<file path="config.mk">
export PLATFORM = sky130hd
export DESIGN_NAME = gyro_heading_integrator
export DESIGN_NICKNAME = d
export VERILOG_FILES = /design/src/hdl/ghi_pkg.sv /design/src/hdl/gyro_heading_integrator.sv
export SDC_FILE = /design/constraint.sdc
export NUM_CORES = 2
export LEC_CHECK = 0
export ABC_AREA = 0
export BUFFER_PORTS_ARGS = -buffer_cell sky130_fd_sc_hd__clkbuf_2
export CAP_MARGIN = 20
export CORE_UTILIZATION = 65
export CTS_CLUSTER_SIZE = 28
export DETAILED_ROUTE_END_ITERATION = 8
export GPL_ROUTABILITY_DRIVEN = 0
export PLACE_DENSITY_LB_ADDON = 0.3
export SLEW_MARGIN = 20
export SYNTH_ARGS = -nofsm -noshare
export SYNTH_HDL_FRONTEND = slang
export SYNTH_SLANG_ARGS = --single-unit
</file>
<file path="constraint.sdc">
create_clock -name i_clk -period 7.3 [get_ports i_clk]
set_input_delay 0.365 -clock i_clk [delete_from_list [all_inputs] [get_ports i_clk]]
set_output_delay 0.365 -clock i_clk [all_outputs]
set_load 0.01 [all_outputs]
</file>
<file path="src/hdl/ghi_pkg.sv">
// Package for the gyro heading integrator: field widths, fixed-point constants and word types.
package ghi_pkg;

    // Calibration length and sensor scaling
    localparam int unsigned CAL_SAMPLES   = 200;
    localparam int unsigned LSB_PER_DEG   = 131;
    localparam int unsigned TICKS_PER_SEC = 1000000;

    // Field widths
    localparam int unsigned RATE_W    = 16;
    localparam int unsigned DT_W      = 16;
    localparam int unsigned HEAD_W    = 44;
    localparam int unsigned COUNT_W   = 8;
    localparam int unsigned BIAS_W    = 24;
    localparam int unsigned CRATE_W   = BIAS_W + 1;
    localparam int unsigned PROD_W    = CRATE_W + DT_W + 1;
    localparam int unsigned SUM_W     = HEAD_W + 1;
    localparam int unsigned IN_DATA_W  = 32;
    localparam int unsigned OUT_DATA_W = 48;

    // Half and full circle in heading units (LSB-microseconds per calibration sample)
    localparam longint HALF_UNITS   = 64'(180) * 64'(LSB_PER_DEG) * 64'(TICKS_PER_SEC)
                                      * 64'(CAL_SAMPLES);
    localparam longint CIRCLE_UNITS = 2 * HALF_UNITS;

    localparam logic signed [SUM_W-1:0]   HALF_S   = SUM_W'(HALF_UNITS);
    localparam logic signed [SUM_W-1:0]   NHALF_S  = SUM_W'(-HALF_UNITS);
    localparam logic signed [SUM_W-1:0]   CIRCLE_S = SUM_W'(CIRCLE_UNITS);
    localparam logic signed [HEAD_W-1:0]  HEAD_HALF  = HEAD_W'(HALF_UNITS);
    localparam logic signed [HEAD_W-1:0]  HEAD_NHALF = HEAD_W'(-HALF_UNITS);
    localparam logic signed [CRATE_W-1:0] CAL_MUL  = CRATE_W'(CAL_SAMPLES);
    localparam logic [COUNT_W-1:0]        CAL_LAST = COUNT_W'(CAL_SAMPLES);

    typedef logic signed [HEAD_W-1:0]  t_heading;
    typedef logic signed [CRATE_W-1:0] t_crate;
    typedef logic signed [PROD_W-1:0]  t_prod;

endpackage

</file>
<file path="src/hdl/gyro_heading_integrator.sv">
// Top level: gyro yaw-rate integrator with start-up bias calibration.
//
//  channel  | dir | tdata (low bit up)                  | tuser
//  ---------+-----+-------------------------------------+-------------
//  s_axis   | in  | raw_rate[15:0], elapsed_us[31:16]   | -
//  m_axis   | out | heading[43:0], zero pad [47:44]     | calibrating
//
//  One word per cycle is taken and returned while m_axis_tready stays high; a
//  word passes input register, scaled-rate stage and product stage, then the
//  accumulate-and-wrap step that loads the output register behind m_axis_tvalid.
//  The heading accumulator loop (add, compare with half a circle, one wrap)
//  is the recurrence that sets the single-cycle rate.
//  Reset clears calibration count, bias sum, heading and all valid flags.
//  A stalled output holds its word; earlier stages keep filling bubbles.
module gyro_heading_integrator
    import ghi_pkg::*;
(
    input  logic                  i_clk,
    input  logic                  i_rst_n,
    input  logic                  s_axis_tvalid,
    output logic                  s_axis_tready,
    input  logic [IN_DATA_W-1:0]  s_axis_tdata,   // raw_rate[15:0], elapsed_us[31:16]
    output logic                  m_axis_tvalid,
    input  logic                  m_axis_tready,
    output logic [OUT_DATA_W-1:0] m_axis_tdata,   // heading[43:0], zero [47:44]
    output logic                  m_axis_tuser    // calibrating
);

    // Stage valid flags and handshake
    logic r1_valid, r2_valid, r3_valid, r_o_valid;
    logic free1, free2, free3, out_load;

    // Input register
    logic signed [RATE_W-1:0] r1_raw;
    logic [DT_W-1:0]          r1_dt;

    // Calibration state
    logic [COUNT_W-1:0]       r_cal_count;
    logic signed [BIAS_W-1:0] r_bias_sum;
    logic                     cal_now;

    // Scaled-rate stage
    t_crate          r2_rate;
    logic [DT_W-1:0] r2_dt;
    logic            r2_cal;
    t_crate          n_rate;

    // Product stage
    t_prod r3_prod;
    logic  r3_cal;
    t_prod n_prod;

    // Accumulator and output
    t_heading                r_heading_acc;
    logic                    r_o_cal;
    logic signed [SUM_W-1:0] acc_sum;
    t_heading                n_heading_acc;

    // Each stage loads when empty or when the stage after it moves on
    assign out_load      = !r_o_valid || m_axis_tready;
    assign free3         = !r3_valid || out_load;
    assign free2         = !r2_valid || free3;
    assign free1         = !r1_valid || free2;
    assign s_axis_tready = free1;

    // Scale the sample and remove the bias
    assign cal_now = r_cal_count < CAL_LAST;
    assign n_rate  = CRATE_W'(r1_raw) * CAL_MUL - CRATE_W'(r_bias_sum);

    // Rate times elapsed microseconds
    assign n_prod = PROD_W'(r2_rate) * PROD_W'($signed({1'b0, r2_dt}));

    // Accumulate and wrap once into (-half, +half]
    assign acc_sum = SUM_W'(r_heading_acc) + SUM_W'(r3_prod);
    always_comb begin
        priority if (acc_sum > HALF_S) begin
            n_heading_acc = HEAD_W'(acc_sum - CIRCLE_S);
        end else if (acc_sum <= NHALF_S) begin
            n_heading_acc = HEAD_W'(acc_sum + CIRCLE_S);
        end else begin
            n_heading_acc = HEAD_W'(acc_sum);
        end
    end

    // Control state and valid flags
    always_ff @(posedge i_clk) begin
        if (!i_rst_n) begin
            r1_valid      <= 1'b0;
            r2_valid      <= 1'b0;
            r3_valid      <= 1'b0;
            r_o_valid     <= 1'b0;
            r_cal_count   <= '0;
            r_bias_sum    <= '0;
            r_heading_acc <= '0;
        end else begin
            if (free1) begin
                r1_valid <= s_axis_tvalid;
            end
            if (free2) begin
                r2_valid <= r1_valid;
                if (r1_valid && cal_now) begin
                    r_cal_count <= r_cal_count + COUNT_W'(1);
                    r_bias_sum  <= r_bias_sum + BIAS_W'(r1_raw);
                end
            end
            if (free3) begin
                r3_valid <= r2_valid;
            end
            if (out_load) begin
                r_o_valid <= r3_valid;
                if (r3_valid && !r3_cal) begin
                    r_heading_acc <= n_heading_acc;
                end
            end
        end
    end

    // Payload registers
    always_ff @(posedge i_clk) begin
        if (free1 && s_axis_tvalid) begin
            r1_raw <= s_axis_tdata[RATE_W-1:0];
            r1_dt  <= s_axis_tdata[RATE_W+DT_W-1:RATE_W];
        end
        if (free2 && r1_valid) begin
            r2_rate <= n_rate;
            r2_dt   <= r1_dt;
            r2_cal  <= cal_now;
        end
        if (free3 && r2_valid) begin
            r3_prod <= n_prod;
            r3_cal  <= r2_cal;
        end
        if (out_load && r3_valid) begin
            r_o_cal <= r3_cal;
        end
    end

    // Drive the result word
    assign m_axis_tvalid = r_o_valid;
    assign m_axis_tdata  = OUT_DATA_W'(unsigned'(r_heading_acc));
    assign m_axis_tuser  = r_o_cal;

endmodule

</file>
==> out/metrics.csv <==
stage,metric,value,unit
run_status,result of the run,"finished, final reports clean",
setup_path,"Largest delay share family, worst path",adder cells,
floorplanning,vertical die dimension,214,µm
logic_synthesis,primary flip-flop cell chosen by synthesis mapping,sky130_fd_sc_hd__edfxtp_1,
timing,final critical delay including setup and external delays,7.10,ns
grt,remaining global-route overflow,0,
logic_synthesis,Post-Synth Simple-Gate Area,0.181,
grt,Total GRT Usage,0.326,
clock_network,buffer levels on the longest clock path,2,
grt,pin count of the biggest net entering global routing,56,
logic_synthesis,number of cells produced by synthesis,3325,
clock_network,CTS tree,built,
logic_synthesis,"Warnings, synthesis",0,
timing,Fmax achieved,0.141,GHz
timing,number of pins with negative max-slew slack in the final report,0,
setup_path,Buffers & Inverters on Critical Path,6,
timing,final count of hold timing violations,0,
clock_network,clock edge transition at the registers on the reported setup and hold paths,0.08,ns
timing,Final Skew,0.0121,ns
logic_synthesis,post-synthesis compound-gate area fraction,0.124,
placed_design,number of port buffers,82,
logic_synthesis,post-synthesis xor/xnor area fraction,0.0366,
logic_synthesis,library cell with the largest summed area after synthesis,sky130_fd_sc_hd__fa_1,
setup_path,required time at the worst-slack endpoint,7.56,ns
cells_and_area,layout overhead on the synthesized area,6.84,%
route,Post-route DRC,0,
floorplanning,site row count,77,
setup_path,Crit path depth,27,
floorplanning,die area,45800,µm²
setup_path,Worst Setup Path Type,flop to flop,
clock_network,hold-fix buffers at CTS,0,
timing,ratio of final minimum period to clock period,0.973,
timing,slew margin rel.,0.233,
logic_synthesis,Netlist cell types,88,
setup_path,crit path max-delay cell type,sky130_fd_sc_hd__fa_1,
setup_path,maximum single-stage delay on the critical path,0.55,ns
timing,slew at the pin closest to its max-slew limit,1.14,ns
route,DRC violation total after the first TritonRoute iteration,2370,
placed_design,detailed placer's ending HPWL,59300,µm
grt,number of global-route vias before repair,24400,
grt,global-route wire length before repair,120000,µm
setup_path,most frequent cell on the critical path,sky130_fd_sc_hd__fa_1,
min_path,Hold Crit Depth,1,
cells_and_area,diode insertion count for antenna repair,0,
clock_network,number of buffers created by CTS,17,
route,routed length per instance,18.1,µm
logic_synthesis,number of enable flip-flop cells after synthesis,118,
clock_network,clk root buf,sky130_fd_sc_hd__clkbuf_16,
logic_synthesis,Netlist Area Pre-Place,29200,µm²
cells_and_area,"most common cell after layout, fill and taps aside",sky130_fd_sc_hd__inv_1,
logic_synthesis,fraction of synthesis flops using an asynchronous set or reset pin,0,
setup_path,largest fanout on the critical path,14,
logic_synthesis,post-synthesis area per instance,8.79,µm²
setup_path,endpoint type of the worst setup path,flop,
logic_synthesis,largest cells by area after synthesis,"sky130_fd_sc_hd__fa_1 28%, sky130_fd_sc_hd__edfxtp_1 12%, sky130_fd_sc_hd__ha_1 10%",
clock_network,number of levels the H-tree was split into,4,
route,vias post-DR,23800,
route,Total Wirelength,72100,µm
clock_network,Sink Count,198,
cells_and_area,"commonest cells after routing, fill and taps aside","611 x sky130_fd_sc_hd__inv_1, 407 x sky130_fd_sc_hd__fa_1, 386 x sky130_fd_sc_hd__nand2_1",
floorplanning,Core Region,44300,µm²
placed_design,dpl cell area,30400,µm²
floorplanning,Die X-Extent,214,µm
route,Antenna Violating Nets Remaining,0,
cells_and_area,ratio of cells with drive above 1 in the final layout,0.0711,
logic_synthesis,number of register bits inferred by synthesis,198,
floorplanning,ports placed on the boundary,87,
grt,number of antenna violations at the first check in global routing,0,
route,Via-to-Cell Ratio,5.97,
setup_path,crit path DAT,7.36,ns
logic_synthesis,largest family of logic cells by synthesized area,adder cells,
route,first drt pass iteration count,6,
logic_synthesis,top-area cell type share of the netlist area,0.279,
clock_network,Clock Latency Late Sink,0.51,ns
setup_path,kind of start point of the critical path,flop,
logic_synthesis,multiplexer area fraction after synthesis,0.00274,
setup_path,depth of the worst register-to-register path,27,
logic_synthesis,post-synthesis adder-cell area fraction,0.384,
cells_and_area,Final Net Count,4077,
floorplanning,initial standard-cell utilization of the core,0.659,
flow_run,max-cap violations,0,
timing,final setup fails,0,
min_path,Tightest Hold Check Type,primary input to flop,
logic_synthesis,share of synthesized area occupied by flip-flops and latches,0.176,
cells_and_area,post-layout instance area,31200,µm²
==> cell families (layout without fill, tap and decap cells) <==
kind of cell | after synthesis | in the layout
other cells | 1 | 4
xor+xnor | 122 | 122
mux | 8 | 8
fa+ha+maj | 652 | 652
simple gates | 1079 | 1079
buf+inv | 733 | 807
flops | 198 | 198
compound gates | 532 | 532
==> area by class of cell <==
| type | count | area (µm²) |
|---|---|---|
| Multi-Input combinational cell | 2397 | 21400 |
| Fill cell | 3234 | 13100 |
| Sequential cell | 198 | 5140 |
| Inverter | 612 | 2300 |
| Timing Repair Buffer | 163 | 1100 |
| Tap cell | 592 | 741 |
| Clock buffer | 22 | 485 |
| Clock inverter | 10 | 85.1 |
==> state kept, by name, summed over array words and instances, names as in the netlist <==
register	cells
m_axis_tuser	1
m_axis_tvalid	1
r1_dt	16
r1_raw	16
r1_valid	1
r2_cal	1
r2_dt	16
r2_rate	25
r2_valid	1
r3_cal	1
r3_prod	42
r3_valid	1
r_bias_sum	24
r_cal_count	8
r_heading_acc	44
==> synthesized netlist by cell type (all sizes together) (27+ instances only) <==
cell type / n
dfxtp: 80
and3: 38
clkbuf: 105
xnor2: 87
inv: 612
o21ai: 93
a211oi: 37
edfxtp: 118
ha: 245
and2: 187
nand3: 80
nand2: 386
a21o: 43
nor2: 168
nor3: 69
xor2: 35
nand4: 27
fa: 407
a21oi: 150
==> what timing repair did <==
action | 4_1_cts | 5_1_grt
gates resized for setup | 0 | 7
endpoints found under the setup margin | 0 | 6
setup buffers | 0 | 23
endpoints found under the hold margin | 0 | 0
==> stage by stage <==
stage               instances   util  setup TNS (ns)  hold slack, ns  setup WS, ns
global route             3994  0.704         -0.0319          0.0115       -0.0267
floorplan                3328      -               0           0.400         0.655
global placement         3937  0.685               0           0.408         0.199
CTS                      3969  0.698               0         0.00413        0.0105
finish                   3994  0.704               0          0.0308         0.196
detailed placement       3937  0.685               0           0.405        0.0223
==> metal layers <==
metal / wire length [µm] / share of wire / vias to the layer above / track usage
met1: 28700 / 0.40 / 11400 / 0.412
met5: 0 / 0 / - / 0
li1: - / - / 11000 / -
met4: 3130 / 0.043 / 0 / 0.144
met2: 33800 / 0.47 / 1155 / 0.539
met3: 6490 / 0.090 / 266 / 0.0695
==> path summary, 6_finish.rpt <==
check                      startpoint                    end  slack [ns]
hold reg to reg   r1_dt[13]$_DFFE_PP_    r2_dt[13]$_DFFE_PP_        0.42
hold / removal       s_axis_tdata[17]     r1_dt[1]$_DFFE_PP_        0.03
setup reg to reg   r2_dt[7]$_DFFE_PP_  r3_prod[40]$_DFFE_PP_        0.20
setup / recovery   r2_dt[7]$_DFFE_PP_  r3_prod[40]$_DFFE_PP_        0.20
Power is not shown: default switching activity piles up to over one toggle a cycle in this logic, so the estimate is an artifact.
